### src/sv/qr_codeword_interleaver_defines.svh
// assertion macros shared by the interleaver rtl files
// depends on clk_i and rst_ni being declared in the module that uses them
`ifndef QR_CODEWORD_INTERLEAVER_DEFINES_SVH
`define QR_CODEWORD_INTERLEAVER_DEFINES_SVH
`ifndef NO_ASSERTIONS
// checked outside reset only
`define QCI_ASSERT(lbl, prop, msg) \
  lbl: assert property (@(posedge clk_i) disable iff (!rst_ni) prop) else $error(msg);
// checked at every edge, reset included
`define QCI_ASSERT_ALWAYS(lbl, prop, msg) \
  lbl: assert property (@(posedge clk_i) prop) else $error(msg);
`else
`define QCI_ASSERT(lbl, prop, msg)
`define QCI_ASSERT_ALWAYS(lbl, prop, msg)
`endif
`endif

### src/sv/qci_pkg.sv
// shared types, codes and block tables of the qr codeword interleaver
// no dependencies; imported by every module of the block but qci_ram
`default_nettype none

package qci_pkg;

  localparam int unsigned StoreDepthDef = 4096;
  localparam int unsigned NumVersions   = 40;
  localparam int unsigned QueueDepth    = 2;

  // opcodes carried in tuser
  typedef enum logic [1:0] {
    OpWrData  = 2'd0,
    OpWrEc    = 2'd1,
    OpRead    = 2'd2,
    OpRestart = 2'd3
  } opcode_e;

  // configuration register indexes
  typedef enum logic [0:0] {
    RegVersion = 1'b0,
    RegEcLevel = 1'b1
  } reg_idx_e;

  // one block table entry: group 1 blocks, data bytes per group 1 block, group 2 blocks
  typedef struct packed {
    logic [6:0] g1;
    logic [6:0] k;
    logic [6:0] g2;
  } blk_t;

  // symbol geometry derived from the configuration
  typedef struct packed {
    logic [6:0]  g1;
    logic [6:0]  k;
    logic [6:0]  g2;
    logic [7:0]  nb;
    logic [11:0] g1k;
    logic [11:0] l;
    logic [4:0]  e;
    logic [12:0] nbe;
  } geom_t;

  // one store access queued between front and back
  typedef struct packed {
    logic        wr;
    logic        rd;
    logic        zero;
    logic        last;
    logic [11:0] addr;
    logic [7:0]  data;
  } cmd_t;

  // total codewords per version
  localparam logic [11:0] SymTotal [NumVersions] = '{
    12'd26,   12'd44,   12'd70,   12'd100,  12'd134,  12'd172,  12'd196,  12'd242,
    12'd292,  12'd346,  12'd404,  12'd466,  12'd532,  12'd581,  12'd655,  12'd733,
    12'd815,  12'd901,  12'd991,  12'd1085, 12'd1156, 12'd1258, 12'd1364, 12'd1474,
    12'd1588, 12'd1706, 12'd1828, 12'd1921, 12'd2051, 12'd2185, 12'd2323, 12'd2465,
    12'd2611, 12'd2761, 12'd2876, 12'd3034, 12'd3196, 12'd3362, 12'd3532, 12'd3706
  };

  // block structure per version and ec level (L, M, Q, H)
  localparam blk_t BlkRom [NumVersions][4] = '{
    '{'{7'd1,7'd19,7'd0},   '{7'd1,7'd16,7'd0},   '{7'd1,7'd13,7'd0},   '{7'd1,7'd9,7'd0}},
    '{'{7'd1,7'd34,7'd0},   '{7'd1,7'd28,7'd0},   '{7'd1,7'd22,7'd0},   '{7'd1,7'd16,7'd0}},
    '{'{7'd1,7'd55,7'd0},   '{7'd1,7'd44,7'd0},   '{7'd2,7'd17,7'd0},   '{7'd2,7'd13,7'd0}},
    '{'{7'd1,7'd80,7'd0},   '{7'd2,7'd32,7'd0},   '{7'd2,7'd24,7'd0},   '{7'd4,7'd9,7'd0}},
    '{'{7'd1,7'd108,7'd0},  '{7'd2,7'd43,7'd0},   '{7'd2,7'd15,7'd2},   '{7'd2,7'd11,7'd2}},
    '{'{7'd2,7'd68,7'd0},   '{7'd4,7'd27,7'd0},   '{7'd4,7'd19,7'd0},   '{7'd4,7'd15,7'd0}},
    '{'{7'd2,7'd78,7'd0},   '{7'd4,7'd31,7'd0},   '{7'd2,7'd14,7'd4},   '{7'd4,7'd13,7'd1}},
    '{'{7'd2,7'd97,7'd0},   '{7'd2,7'd38,7'd2},   '{7'd4,7'd18,7'd2},   '{7'd4,7'd14,7'd2}},
    '{'{7'd2,7'd116,7'd0},  '{7'd3,7'd36,7'd2},   '{7'd4,7'd16,7'd4},   '{7'd4,7'd12,7'd4}},
    '{'{7'd2,7'd68,7'd2},   '{7'd4,7'd43,7'd1},   '{7'd6,7'd19,7'd2},   '{7'd6,7'd15,7'd2}},
    '{'{7'd4,7'd81,7'd0},   '{7'd1,7'd50,7'd4},   '{7'd4,7'd22,7'd4},   '{7'd3,7'd12,7'd8}},
    '{'{7'd2,7'd92,7'd2},   '{7'd6,7'd36,7'd2},   '{7'd4,7'd20,7'd6},   '{7'd7,7'd14,7'd4}},
    '{'{7'd4,7'd107,7'd0},  '{7'd8,7'd37,7'd1},   '{7'd8,7'd20,7'd4},   '{7'd12,7'd11,7'd4}},
    '{'{7'd3,7'd115,7'd1},  '{7'd4,7'd40,7'd5},   '{7'd11,7'd16,7'd5},  '{7'd11,7'd12,7'd5}},
    '{'{7'd5,7'd87,7'd1},   '{7'd5,7'd41,7'd5},   '{7'd5,7'd24,7'd7},   '{7'd11,7'd12,7'd7}},
    '{'{7'd5,7'd98,7'd1},   '{7'd7,7'd45,7'd3},   '{7'd15,7'd19,7'd2},  '{7'd3,7'd15,7'd13}},
    '{'{7'd1,7'd107,7'd5},  '{7'd10,7'd46,7'd1},  '{7'd1,7'd22,7'd15},  '{7'd2,7'd14,7'd17}},
    '{'{7'd5,7'd120,7'd1},  '{7'd9,7'd43,7'd4},   '{7'd17,7'd22,7'd1},  '{7'd2,7'd14,7'd19}},
    '{'{7'd3,7'd113,7'd4},  '{7'd3,7'd44,7'd11},  '{7'd17,7'd21,7'd4},  '{7'd9,7'd13,7'd16}},
    '{'{7'd3,7'd107,7'd5},  '{7'd3,7'd41,7'd13},  '{7'd15,7'd24,7'd5},  '{7'd15,7'd15,7'd10}},
    '{'{7'd4,7'd116,7'd4},  '{7'd17,7'd42,7'd0},  '{7'd17,7'd22,7'd6},  '{7'd19,7'd16,7'd6}},
    '{'{7'd2,7'd111,7'd7},  '{7'd17,7'd46,7'd0},  '{7'd7,7'd24,7'd16},  '{7'd34,7'd13,7'd0}},
    '{'{7'd4,7'd121,7'd5},  '{7'd4,7'd47,7'd14},  '{7'd11,7'd24,7'd14}, '{7'd16,7'd15,7'd14}},
    '{'{7'd6,7'd117,7'd4},  '{7'd6,7'd45,7'd14},  '{7'd11,7'd24,7'd16}, '{7'd30,7'd16,7'd2}},
    '{'{7'd8,7'd106,7'd4},  '{7'd8,7'd47,7'd13},  '{7'd7,7'd24,7'd22},  '{7'd22,7'd15,7'd13}},
    '{'{7'd10,7'd114,7'd2}, '{7'd19,7'd46,7'd4},  '{7'd28,7'd22,7'd6},  '{7'd33,7'd16,7'd4}},
    '{'{7'd8,7'd122,7'd4},  '{7'd22,7'd45,7'd3},  '{7'd8,7'd23,7'd26},  '{7'd12,7'd15,7'd28}},
    '{'{7'd3,7'd117,7'd10}, '{7'd3,7'd45,7'd23},  '{7'd4,7'd24,7'd31},  '{7'd11,7'd15,7'd31}},
    '{'{7'd7,7'd116,7'd7},  '{7'd21,7'd45,7'd7},  '{7'd1,7'd23,7'd37},  '{7'd19,7'd15,7'd26}},
    '{'{7'd5,7'd115,7'd10}, '{7'd19,7'd47,7'd10}, '{7'd15,7'd24,7'd25}, '{7'd23,7'd15,7'd25}},
    '{'{7'd13,7'd115,7'd3}, '{7'd2,7'd46,7'd29},  '{7'd42,7'd24,7'd1},  '{7'd23,7'd15,7'd28}},
    '{'{7'd17,7'd115,7'd0}, '{7'd10,7'd46,7'd23}, '{7'd10,7'd24,7'd35}, '{7'd19,7'd15,7'd35}},
    '{'{7'd17,7'd115,7'd1}, '{7'd14,7'd46,7'd21}, '{7'd29,7'd24,7'd19}, '{7'd11,7'd15,7'd46}},
    '{'{7'd13,7'd115,7'd6}, '{7'd14,7'd46,7'd23}, '{7'd44,7'd24,7'd7},  '{7'd59,7'd16,7'd1}},
    '{'{7'd12,7'd121,7'd7}, '{7'd12,7'd47,7'd26}, '{7'd39,7'd24,7'd14}, '{7'd22,7'd15,7'd41}},
    '{'{7'd6,7'd121,7'd14}, '{7'd6,7'd47,7'd34},  '{7'd46,7'd24,7'd10}, '{7'd2,7'd15,7'd64}},
    '{'{7'd17,7'd122,7'd4}, '{7'd29,7'd46,7'd14}, '{7'd49,7'd24,7'd10}, '{7'd24,7'd15,7'd46}},
    '{'{7'd4,7'd122,7'd18}, '{7'd13,7'd46,7'd32}, '{7'd48,7'd24,7'd14}, '{7'd42,7'd15,7'd32}},
    '{'{7'd20,7'd117,7'd4}, '{7'd40,7'd47,7'd7},  '{7'd43,7'd24,7'd22}, '{7'd10,7'd15,7'd67}},
    '{'{7'd19,7'd118,7'd6}, '{7'd18,7'd47,7'd31}, '{7'd34,7'd24,7'd34}, '{7'd20,7'd15,7'd61}}
  };

endpackage

`default_nettype wire

### src/sv/qci_fifo.sv
// short command queue between the front end and the store back end
// depends on qci_pkg for the command type and depth
`default_nettype none

module qci_fifo (
  input  logic           clk_i,
  input  logic           rst_ni,
  input  logic           push_i,
  input  qci_pkg::cmd_t  cmd_i,
  output logic           full_o,
  input  logic           pop_i,
  output logic           empty_o,
  output qci_pkg::cmd_t  cmd_o
);
  import qci_pkg::*;

  localparam int unsigned PtrW = (QueueDepth > 1) ? $clog2(QueueDepth) : 1;
  localparam int unsigned CntW = $clog2(QueueDepth + 1);

  cmd_t             slots_q [QueueDepth];
  logic [PtrW-1:0]  wr_ptr_q, wr_ptr_d;
  logic [PtrW-1:0]  rd_ptr_q, rd_ptr_d;
  logic [CntW-1:0]  cnt_q, cnt_d;
  logic             do_push, do_pop;

  assign full_o  = (cnt_q == CntW'(QueueDepth));
  assign empty_o = (cnt_q == '0);
  assign do_push = push_i && !full_o;
  assign do_pop  = pop_i && !empty_o;
  assign cmd_o   = slots_q[rd_ptr_q];

  // pointer and count update
  always_comb begin
    wr_ptr_d = wr_ptr_q;
    rd_ptr_d = rd_ptr_q;
    cnt_d    = cnt_q;
    if (do_push) begin
      wr_ptr_d = (wr_ptr_q == PtrW'(QueueDepth - 1)) ? '0 : wr_ptr_q + 1'b1;
    end
    if (do_pop) begin
      rd_ptr_d = (rd_ptr_q == PtrW'(QueueDepth - 1)) ? '0 : rd_ptr_q + 1'b1;
    end
    if (do_push && !do_pop) begin
      cnt_d = cnt_q + 1'b1;
    end else if (do_pop && !do_push) begin
      cnt_d = cnt_q - 1'b1;
    end
  end

  always_ff @(posedge clk_i or negedge rst_ni) begin
    if (!rst_ni) begin
      wr_ptr_q <= '0;
      rd_ptr_q <= '0;
      cnt_q    <= '0;
    end else begin
      wr_ptr_q <= wr_ptr_d;
      rd_ptr_q <= rd_ptr_d;
      cnt_q    <= cnt_d;
    end
  end

  // queue storage
  always_ff @(posedge clk_i) begin
    if (do_push) begin
      slots_q[wr_ptr_q] <= cmd_i;
    end
  end

endmodule

`default_nettype wire

### config.mk
export PLATFORM = sky130hd
export DESIGN_NAME = qci_fifo
export DESIGN_NICKNAME = d
export VERILOG_FILES = /design/src/sv/qr_codeword_interleaver_defines.svh /design/src/sv/qci_pkg.sv /design/src/sv/qci_fifo.sv
export SDC_FILE = /design/constraint.sdc
export NUM_CORES = 1
export LEC_CHECK = 0
export ABC_AREA = 1
export BUFFER_PORTS_ARGS = -buffer_cell sky130_fd_sc_hd__buf_2
export CORE_MARGIN = 3
export CORE_UTILIZATION = 51
export DETAILED_ROUTE_END_ITERATION = 7
export PLACE_DENSITY = 0.8
export SLEW_MARGIN = 20
export SYNTH_ARGS = -nofsm -noshare
export SYNTH_HDL_FRONTEND = slang
export SYNTH_SLANG_ARGS = --single-unit
### constraint.sdc
create_clock -name clk_i -period 2.6 [get_ports clk_i]
set_input_delay 0.13 -clock clk_i [delete_from_list [all_inputs] [get_ports clk_i]]
set_output_delay 0.13 -clock clk_i [all_outputs]
set_load 0.01 [all_outputs]
==> metrics.yaml, run 1 <==
antennaDiodeCount: 0
synth_cell_types: 16
worst_clock_skew_ps: 5.240
detail_route.wl_per_cell_um: 11.76
drt-total-wl_um: 3223
worstSetupEndpointType: "flop"
placeableCoreArea_mm2: 0.003716
largest_family_of_logic_cells_by_synthesized_area: "simple AND/OR/NAND/NOR gates"
cts_buffers: 5
maxSlewViolCount: 0
worstPathArrival_ps: 1730
worstPathRequired_ps: 2600
worst_pin_slew_ps: 510.9
postSynthCellCount: 157
synthesis.area_mm2: 0.001986
postCtsResizedCells: 0
path_cells: "inv_1 -> nor2_2 -> nor2_2 -> nand2_1 -> inv_1 -> buf_4"
port_buffers: 53
starting_density_of_the_core_pct: 53.43
power.density_mw_per_mm2: 1019
synthAdderAreaFrac_pct: 0.6301
yosysWarningCount: 0
postSynthRegisterBits: 52
area_grow_syn2layout_pct: 24.89
drt_drc_violations_left: 0
timing.hold.worst.class: "in -> reg"
fp.dieArea_mm2: 0.004678
critical_path.slowest_cell: "sky130_fd_sc_hd__dfrtp_1"
detailedPlace.worstSlack_ps: 858.0
gp_congestion: 0.7041
synth_xor_area_share_pct: 0.4411
post_synth_and_or_nand_nor_area_fraction_pct: 17.27
tritoncts: "yes"
worstSetupStartpointType: "flop"
worst_setup_hold_path_clk_slew_ps: 90
unrepaired_setup_endpoints_after_global_routing: "false"
grt_first_pass_wirelength_um: 4740
synth_mux_area_share_pct: 0
hold_viol_final: 0
vdd.ir_drop.worst_mv: 0.5831
worst_case_headroom_to_the_max_slew_limit_pct: 65.90
drt_iter0_markers: 64
post_cts_setup_driven_buffer_insertion_count: 0
final_antenna_net_count: 0
mappedNetlistNets: 186
ctsLongestPathBuffers: 2
power.leakage_nw: 1.108
fraction_of_final_layout_cells_with_drive_strength_greater_than_1_pct: 29.20
via_per_inst: 4.624
timing.final.ws_setup_ps: 870.8
drt_pre_antenna_iters: 4
vias: 1267
fin_crit_sh_pct: 66.51
track_usage_pct: 15.18
cts_sinks: 52
grt-ovfl-total: 0
first_global_vias: 1053
cts_root_buf: "sky130_fd_sc_hd__clkbuf_8"
die_h_um: 68.40
row_count: 22
dp_hpwl_um: 2161
antenna_violations_before_repair: 0
run_status: "finished, final reports clean"
grt_start_max_net_pins: 27
cpPeakStageDelay_ps: 410
clock_latency_ps: 300
criticalPathCategory: "reg -> reg"
clock_tree.htree_level_count: 2
avgSynthCellArea_um2: 12.65
maxCapViolCount: 0
die_w_um: 68.40
final_period_minus_worst_setup_slack_ps: 1729
pin_count: 54
final_net_count: 254
crit_path_max_fanout: 13
fmaxAchievable_mhz: 578.3
fin_tns_setup_ps: 0
seq_area_frac_synth_pct: 77.63
setup-violations-final: 0
synth_compound_area_share_pct: 0.5041
## critical path, delay by kind of cell, from the launching register on
| kind | cells | cell delay (ps) |
|---|---|---|
| flip-flops | 1 | 410 |
| AND/OR/NAND/NOR | 3 | 220 |
| buffers and inverters | 3 | 800 |
## power breakdown
part | switching [W] | total [W] | internal (W) | leakage, nW
Clock | 0.000233 | 0.000420 | 0.000187 | 0.0388
Sequential | 0.0000601 | 0.00120 | 0.00114 | 0.495
Combinational | 0.000581 | 0.000903 | 0.000322 | 0.575
## cells in the final DEF (no fill, tap or decap)
cell type,count
sky130_fd_sc_hd__nand2_1,81
sky130_fd_sc_hd__buf_2,53
sky130_fd_sc_hd__edfxtp_1,48
sky130_fd_sc_hd__dlygate4sd3_1,10
sky130_fd_sc_hd__inv_1,7
sky130_fd_sc_hd__clkbuf_8,5
sky130_fd_sc_hd__dfrtp_1,4
sky130_fd_sc_hd__nor2_2,3
sky130_fd_sc_hd__buf_4,3
sky130_fd_sc_hd__o21ai_0,2
sky130_fd_sc_hd__inv_2,1
sky130_fd_sc_hd__nor2_1,1
sky130_fd_sc_hd__xnor2_1,1
sky130_fd_sc_hd__nand3b_1,1
sky130_fd_sc_hd__nand3_1,1
sky130_fd_sc_hd__nand4_1,1
sky130_fd_sc_hd__ha_1,1
sky130_fd_sc_hd__clkinvlp_4,1
sky130_fd_sc_hd__clkinv_1,1
sky130_fd_sc_hd__clkbuf_1,1
## stage by stage
stage                     utilization (%)  area, um2  hold slack [ps]  instances  total power [W]
final                               66.73       2480            21.46        274         0.002528
after global routing                66.73       2480            1.215        274         0.002745
after CTS                           64.31       2390            7.448        265         0.002551
after detailed placement            61.78       2296           -57.01        256         0.002132
after global placement              61.78       2296           -58.27        256         0.002112
after floorplan                         -       1986           -165.6        157         0.001815
## layout make-up
| type | instances | area [um2] |
|---|---|---|
| clock buffers | 6 | 72.57 |
| fillers | 273 | 1236 |
| inverters | 8 | 30.03 |
| multi-input cells | 92 | 376.6 |
| clock inverters | 2 | 11.26 |
| repair buffers | 66 | 387.9 |
| well taps | 48 | 60.06 |
| flip-flops and latches | 52 | 1541 |
## path summary, 6_finish.rpt
check	startpoint	end	slack, ps	cells past startpoint
max	cnt_q[1]$_DFFE_PN0P_	slots_q[0][16]$_DFFE_PP_	870	6
min	cmd_i[19]	slots_q[0][19]$_DFFE_PP_	20	1
max reg2reg	cnt_q[1]$_DFFE_PN0P_	slots_q[0][16]$_DFFE_PP_	870	6
min reg2reg	wr_ptr_q$_DFFE_PN0P_	wr_ptr_q$_DFFE_PN0P_	520	2
max in group asynchronous	rst_ni	rd_ptr_q$_DFFE_PN0P_	2320	2
min in group asynchronous	rst_ni	cnt_q[1]$_DFFE_PN0P_	160	2
## flip-flops by register name (all words and copies together) (netlist names)
name and flops:
wr_ptr_q 1, cnt_q 2, slots_q 48, rd_ptr_q 1
## synth_stat cells (all sizes together)
| master | n | area [um2] |
|---|---|---|
| nand3 | 1 | 5.000 |
| nor2 | 4 | 20.02 |
| o21ai | 2 | 10.01 |
| dfrtp | 4 | 100.1 |
| ha | 1 | 12.51 |
| xnor2 | 1 | 8.760 |
| inv | 8 | 30.03 |
| nand4 | 1 | 6.260 |
| nand2 | 81 | 304.0 |
| nand3b | 1 | 7.510 |
| buf | 5 | 40.04 |
| edfxtp | 48 | 1441 |
## cell families after synthesis
group	count (synthesis)
buffers and inverters	13
AO/OA/AOI/OAI	2
XOR/XNOR	1
flip-flops	52
AND/OR/NAND/NOR	88
adder cells (fa/ha/maj)	1
## what timing repair did
item	CTS	global route
setup endpoints to repair	0	0
endpoints found under the hold margin	4	17
hold buffers	1	9
## layer usage
layer / global-route usage (%) / up-vias / share of wire [%]
met4: 9.677 / 0 / 1.2
met2: 23.72 / 47 / 52
li1: - / 652 / -
met3: 5.090 / 4 / 6.7
met5: 0 / - / 0
met1: 17.85 / 564 / 40
Note: power is estimated with default switching activity, not from simulation.
==> inputs of run 2 (changes only) <==
--- a/config.mk
+++ b/config.mk
@@ -5,7 +5,7 @@
 export SDC_FILE = /design/constraint.sdc
 export NUM_CORES = 1
 export LEC_CHECK = 0
-export ABC_AREA = 1
+export ABC_AREA = 0
 export BUFFER_PORTS_ARGS = -buffer_cell sky130_fd_sc_hd__buf_2
 export CORE_MARGIN = 3
 export CORE_UTILIZATION = 51
==> constraint.sdc (replaced) <==
create_clock -name clk_i -period 1.6 [get_ports clk_i]
set_input_delay 0.08 -clock clk_i [delete_from_list [all_inputs] [get_ports clk_i]]
set_output_delay 0.08 -clock clk_i [all_outputs]
set_load 0.01 [all_outputs]
==> run 2 against run 1 <==
  * Clock skew shrank 1.6 ps
  * Cell area grew 10%
  * Synthesized cell count decreased by 40%
  * Critical path type unchanged
  * Via count is 12% lower
  * Critical endpoint is now cnt_q[1]$_DFFE_PN0P_
  * Setup slack got worse by 780 ps
  * Register-to-register slack got worse by 780 ps
  * Core utilization grew 6.5 points
  * Fmax is 15% higher
  * Critical path depth did not move
  * First-iteration DRC count fell by 70%
  * Die area is 2.1% higher
==> metrics.yaml, run 2 <==
run_status: "finished, final reports clean"
unrepaired_setup_endpoints_after_global_routing: "false"
crit_path_max_fanout: 5  # -8
worstSetupEndpointType: "flop"
avgSynthCellArea_um2: 21.60  # +71%
timing.hold.ws_ps: 111.7  # +90.26 ps
met2_length_um: 1940  # +15%
seq_area_frac_synth_pct: 75.91  # -1.7 points
timing.hold.worst.class: "in -> async"
timing.final.ws_setup_ps: 90.30  # -780.5 ps
placeableCoreArea_mm2: 0.003744  # +0.74%
power.leakage_nw: 1.134  # +2.3%
grt-ovfl-total: 0  # unchanged
worstPathRequired_ps: 1820  # -780 ps
final_net_count: 212  # -17%
postSynthRegisterBits: 52  # unchanged
vdd.ir_drop.worst_mv: 1.123  # +93%
final_period_minus_worst_setup_slack_ps: 1510  # -219.5 ps
synth_largest_type_area_fraction_pct: 70.98  # -1.6 points
synthDominantAreaCellType: "sky130_fd_sc_hd__edfxtp_1"
clock_latency_ps: 290  # about the same
fin_crit_sh_pct: 94.36  # +28 points
reg_top3: "slots_q: 48 flops, cnt_q: 2 flops"
worst_pin_slew_ps: 225.6  # -285.3 ps
worstPathArrival_ps: 1730  # about the same
antennaDiodeCount: 0  # unchanged
layout.cells.most_common_list: "sky130_fd_sc_hd__buf_2, sky130_fd_sc_hd__edfxtp_1, sky130_fd_sc_hd__dlygate4sd3_1, sky130_fd_sc_hd__mux2_4"
ctsLongestPathBuffers: 2  # unchanged
final_antenna_net_count: 0  # unchanged
grt_first_pass_wirelength_um: 5740  # +21%
worst_case_headroom_to_the_max_slew_limit_pct: 84.86  # +19 points
synth.top_cells.by_area: "sky130_fd_sc_hd__edfxtp_1, sky130_fd_sc_hd__mux2_4, sky130_fd_sc_hd__dfrtp_1"
postSynthCellCount: 94  # -40%
cts_sinks: 52  # unchanged
via_per_inst: 4.802  # +3.8%
power.density_mw_per_mm2: 1644  # +61%
mappedNetlistNets: 123  # -34%
reg_with_most_ffs: "slots_q"
die_h_um: 69.10  # +1.0%
fin_tns_setup_ps: 0  # unchanged
criticalPathCategory: "reg -> reg"
first_global_vias: 1215  # +15%
antenna_violations_before_repair: 0  # unchanged
tritoncts: "yes"
worst_setup_hold_path_clk_slew_ps: 80  # about the same
setup-violations-final: 0  # unchanged
post_cts_setup_driven_buffer_insertion_count: 0  # unchanged
postSynth.topFlopCell: "sky130_fd_sc_hd__edfxtp_1"
cts_root_buf: "sky130_fd_sc_hd__clkbuf_8"
maxCapViolCount: 0  # unchanged
maxSlewViolCount: 0  # unchanged
drt_pre_antenna_iters: 4  # unchanged
drt_iter0_markers: 19  # -70%
die_w_um: 69.10  # +1.0%
area_grow_syn2layout_pct: 34.94
dp_hpwl_um: 2362  # +9.3%
drt_drc_violations_left: 0  # unchanged
fraction_of_final_layout_cells_with_drive_strength_greater_than_1_pct: 50.54  # +21 points
detail_route.wl_per_cell_um: 15.03  # +28%
post-layout-total-power_w: 0.004505  # +78%
flip_flop_count_of_the_largest_register_all_copies_and_words_added: 48  # unchanged
synthesis.area_mm2: 0.002031  # +2.3%
fp.dieArea_mm2: 0.004775  # +2.1%
hold_viol_final: 0  # unchanged
port_buffers: 53  # unchanged
cts_buffers: 5  # unchanged
synthMostInstantiatedCell: "sky130_fd_sc_hd__edfxtp_1"
grt_start_max_net_pins: 17  # -37%
ys_top_cells_by_count: "sky130_fd_sc_hd__edfxtp_1, sky130_fd_sc_hd__mux2_4, sky130_fd_sc_hd__mux2_2"
detailedPlace.worstSlack_ps: 128.9  # -729.2 ps
gp_congestion: 0.6897  # -2.0%
top_layer: "met3"
starting_density_of_the_core_pct: 54.24  # +0.81 points
final_common_cell: "sky130_fd_sc_hd__buf_2"
row_count: 22  # unchanged
synthArstFlopShare_pct: 7.692  # unchanged
yosysWarningCount: 0  # unchanged
fmaxAchievable_mhz: 662.4  # +15%
synth-edff-count: 48  # unchanged
clock_tree.htree_level_count: 2  # unchanged
drt-total-wl_um: 3486  # +8.2%
wl_met3_um: 210  # -3.2%
synth_cell_types: 15  # -1
met1_length_um: 1334  # +4.1%
worst_clock_skew_ps: 3.654  # -1.586 ps
vias: 1114  # -12%
track_usage_pct: 15.52  # +0.34 points
worstSetupStartpointType: "flop"
pin_count: 54  # unchanged
run 2: changes by cell type after synthesis, moves of 5 or more:
cell and change:
sky130_fd_sc_hd__inv_1 -5, sky130_fd_sc_hd__mux2_2 +5, sky130_fd_sc_hd__mux2_4 +19, sky130_fd_sc_hd__nand2_1 -80
run 2: metrics by stage:
| step | instances | instance area [um2] | utilization [%] |
|---|---|---|---|
| 2_1_floorplan | 94 | 2038 | - |
| 3_3_place_gp | 199 | 2377 | 63.50 |
| 3_5_place_dp | 199 | 2377 | 63.50 |
| 4_1_cts | 232 | 2735 | 73.06 |
| 5_1_grt | 232 | 2740 | 73.20 |
| 6_report | 232 | 2740 | 73.20 |
run 2: power breakdown:
group          switching [W]  total (W)  leakage, nW  internal [W]
Combinational       0.000783    0.00167        0.587      0.000885
Sequential          0.000126    0.00200        0.492       0.00187
Clock               0.000377   0.000841       0.0552      0.000464
run 2: final cells by class:
class,count,area [um2]
clock buffers,6,72.57
clock inverters,2,35.03
well taps,48,60.06
fillers,252,1003
flip-flops and latches,52,1543
multi-input cells,37,437.9
repair buffers,85,584.3
inverters,2,7.507
run 2: logic make-up (layout without fill, tap and decap cells):
| group | Yosys count | after routing | share of synthesized area, % |
|---|---|---|---|
| simple gates | 6 | 6 | 1.356 |
| fa+ha+maj | 1 | 1 | 0.6160 |
| mux | 24 | 24 | 16.82 |
| xor+xnor | 5 | 5 | 2.157 |
| buf+inv | 5 | 95 | 2.896 |
| compound gates | 1 | 1 | 0.2462 |
| flops | 52 | 52 | 75.91 |
run 2: metal layers:
metal,up-vias,track usage (%)
met2,43,28.18
met1,538,17.73
met4,0,3.905
li1,533,-
met5,-,0
met3,0,4.665
run 2: final timing paths:
| path | startpoint | cells after the start | endpoint | slack [ps] |
|---|---|---|---|---|
| max | cnt_q[0]$_DFFE_PN0P_ | 6 | cnt_q[1]$_DFFE_PN0P_ | 90 |
| min | rst_ni | 2 | cnt_q[1]$_DFFE_PN0P_ | 110 |
| max reg2reg | cnt_q[0]$_DFFE_PN0P_ | 6 | cnt_q[1]$_DFFE_PN0P_ | 90 |
| min reg2reg | cnt_q[0]$_DFFE_PN0P_ | 1 | cnt_q[0]$_DFFE_PN0P_ | 530 |
| max in group asynchronous | rst_ni | 2 | cnt_q[0]$_DFFE_PN0P_ | 1360 |
| min in group clk_i | pop_i | 3 | rd_ptr_q$_DFFE_PN0P_ | 130 |
run 2: critical path, stage by stage, from the launching register on:
cell                       delay (ps)
sky130_fd_sc_hd__dfrtp_2          450
sky130_fd_sc_hd__nand2b_1         190
sky130_fd_sc_hd__nand2_1          120
sky130_fd_sc_hd__inv_1             60
sky130_fd_sc_hd__ha_1             330
sky130_fd_sc_hd__nor2_1           140
sky130_fd_sc_hd__xor2_1           160
run 2: timing repair:
| action | in CTS | in global routing |
|---|---|---|
| endpoints found under the setup margin | 0 | 3 |
| endpoints found under the hold margin | 52 | 0 |
| hold buffers | 25 | 0 |
| resized for setup | 0 | 2 |
==> inputs of run 3 (changes only) <==
--- a/config.mk
+++ b/config.mk
@@ -8,9 +8,11 @@
 export ABC_AREA = 0
 export BUFFER_PORTS_ARGS = -buffer_cell sky130_fd_sc_hd__buf_2
 export CORE_MARGIN = 3
-export CORE_UTILIZATION = 51
+export CORE_UTILIZATION = 54
+export CTS_BUF_LIST = sky130_fd_sc_hd__clkbuf_8
 export DETAILED_ROUTE_END_ITERATION = 7
-export PLACE_DENSITY = 0.8
+export GPL_ROUTABILITY_DRIVEN = 0
+export PLACE_DENSITY = 0.84
 export SLEW_MARGIN = 20
 export SYNTH_ARGS = -nofsm -noshare
 export SYNTH_HDL_FRONTEND = slang
==> run 3 against run 2 <==
  * Highest routed layer is now met4
  * Die area decreased by 5.1%
  * Cell area shrank 1.2%
  * Critical path type unchanged
  * Core utilization grew 4.9 points
==> metrics.yaml, run 3 (synthesis results as in run 2) <==
run_status: "finished, final reports clean"
placeableCoreArea_mm2: 0.003468  # -7.4%
fp.dieArea_mm2: 0.004533  # -5.1%
worstSetupStartpointType: "flop"
cts_root_buf: "sky130_fd_sc_hd__clkbuf_8"
fraction_of_final_layout_cells_with_drive_strength_greater_than_1_pct: 50.81  # +0.27 points
antennaDiodeCount: 0  # unchanged
dp_hpwl_um: 2329  # -1.4%
numPlacedInstances: 198  # -0.50%
worstPathRequired_ps: 1820  # about the same
timing.reg2reg.worst_path_depth: 6  # unchanged
vdd.ir_drop.worst_mv: 1.017  # -9.5%
crit_path_max_fanout: 5  # unchanged
cts_sinks: 52  # unchanged
fin_tns_setup_ps: 0  # unchanged
maxCapViolCount: 0  # unchanged
final_antenna_net_count: 0  # unchanged
fmaxAchievable_mhz: 664.4  # +0.30%
criticalPathCategory: "reg -> reg"
drt_drc_violations_left: 0  # unchanged
drt_iter0_markers: 35  # +16
die_h_um: 67.33  # -2.6%
worst_pin_slew_ps: 240.9  # +15.21 ps
worst_setup_hold_path_clk_slew_ps: 80  # about the same
vias: 1101  # -1.2%
worstSetupEndpoint: "cnt_q[1]$_DFFE_PN0P_"
worst_case_headroom_to_the_max_slew_limit_pct: 83.84  # -1.0 points
pin_count: 54  # unchanged
first_global_vias: 1135  # -6.6%
timing.hold.worst.class: "in -> async"
cts_buffers: 5  # unchanged
antenna_violations_before_repair: 0  # unchanged
via_per_inst: 4.766  # -0.74%
grt-ovfl-total: 0  # unchanged
hold_viol_final: 0  # unchanged
drt-total-wl_um: 3412  # -2.1%
ctsLongestPathBuffers: 2  # unchanged
drt_pre_antenna_iters: 6  # +2
fin_crit_sh_pct: 94.07  # -0.28 points
worstSetupEndpointType: "flop"
area_grow_syn2layout_pct: 33.33
final_common_cell: "sky130_fd_sc_hd__buf_2"
flip_flop_count_of_the_largest_register_all_copies_and_words_added: 48  # unchanged
worstPathArrival_ps: 1720  # about the same
clock_latency_ps: 290  # about the same
unrepaired_setup_endpoints_after_global_routing: "false"
power.leakage_nw: 1.128  # -0.50%
post-layout-total-power_w: 0.004317  # -4.2%
clock_tree.htree_level_count: 2  # unchanged
regToRegStartpoint: "cnt_q[0]$_DFFE_PN0P_"
layout.cells.most_common_list: "sky130_fd_sc_hd__buf_2, sky130_fd_sc_hd__edfxtp_1, sky130_fd_sc_hd__dlygate4sd3_1, sky130_fd_sc_hd__mux2_4, sky130_fd_sc_hd__buf_4"
final_net_count: 213  # +0.47%
power.density_mw_per_mm2: 1594  # -3.0%
starting_density_of_the_core_pct: 58.55  # +4.3 points
worst_clock_skew_ps: 3.674  # +0.01982 ps
maxSlewViolCount: 0  # unchanged
timing.hold.ws_ps: 111.5  # -0.1850 ps
row_count: 21  # -4.5%
rrSetupSlack_ps: 90  # about the same
detail_route.wl_per_cell_um: 14.77  # -1.7%
crit_start: "cnt_q[0]$_DFFE_PN0P_"
detailedPlace.worstSlack_ps: 117.4  # -11.53 ps
postCtsResizedCells: 0  # unchanged
r2r_end: "cnt_q[1]$_DFFE_PN0P_"
die_w_um: 67.33  # -2.6%
track_usage_pct: 16.88  # +1.4 points
port_buffers: 53  # unchanged
final_period_minus_worst_setup_slack_ps: 1505  # -4.554 ps
tritoncts: "yes"
reg_with_most_ffs: "slots_q"
finish.cell_count_without_fillers: 231  # -0.43%
timing.final.ws_setup_ps: 94.86  # +4.554 ps
grt_start_max_net_pins: 17  # unchanged
setup-violations-final: 0  # unchanged
reg_top3: "slots_q: 48 flops, cnt_q: 2 flops"
grt_first_pass_wirelength_um: 5250  # -8.5%
-- run 3: how the worst min path moves through the flow --
stage	startpoint	endpoint
after floorplan	rst_ni	cnt_q[0]$_DFFE_PN0P_
after global placement	rst_ni	cnt_q[0]$_DFFE_PN0P_
after detailed placement	rst_ni	cnt_q[0]$_DFFE_PN0P_
after CTS	rst_ni	cnt_q[0]$_DFFE_PN0P_
after global routing	rst_ni	cnt_q[0]$_DFFE_PN0P_
final	rst_ni	cnt_q[0]$_DFFE_PN0P_
-- run 3: metal layers --
| metal | up-vias | wire (um) | track usage, % |
|---|---|---|---|
| met4 | 0 | 35 | 5.823 |
| met1 | 523 | 1278 | 18.76 |
| met5 | - | 0 | 0 |
| met3 | 4 | 232 | 5.324 |
| li1 | 533 | - | - |
| met2 | 41 | 1865 | 30.43 |
-- run 3: cell type report --
class	count	area, um2
flip-flops and latches	52	1541
fillers	212	760.7
repair buffers	86	575.6
multi-input cells	37	437.9
clock buffers	5	68.82
well taps	46	57.56
clock inverters	3	18.77
inverters	2	7.507
-- run 3: metrics by stage --
stage	area (um2)	util, %
finish	2708	78.07
global route	2708	78.07
CTS	2708	78.07
detailed placement	2370	68.33
global placement	2370	68.33
floorplan	2038	-
-- run 3: where the power goes --
part	switching (W)	total, W	internal [W]	leakage [nW]
combinational	0.000765	0.00163	0.000865	0.587
clock	0.000386	0.000690	0.000305	0.0479
sequential	0.000129	0.00200	0.00187	0.493
-- run 3: repair_timing --
item | 4_1_cts | 5_1_grt
buffers inserted | 0 | 0
hold buffers | 25 | 0
endpoints found under the hold margin | 52 | 0
-- run 3: critical path, cell delays in order (launching register included) --
cell and delay [ps]:
sky130_fd_sc_hd__dfrtp_1 440, sky130_fd_sc_hd__nand2b_1 210, sky130_fd_sc_hd__nand2_1 110, sky130_fd_sc_hd__inv_1 60
sky130_fd_sc_hd__ha_1 320, sky130_fd_sc_hd__nor2_1 140, sky130_fd_sc_hd__xor2_1 150
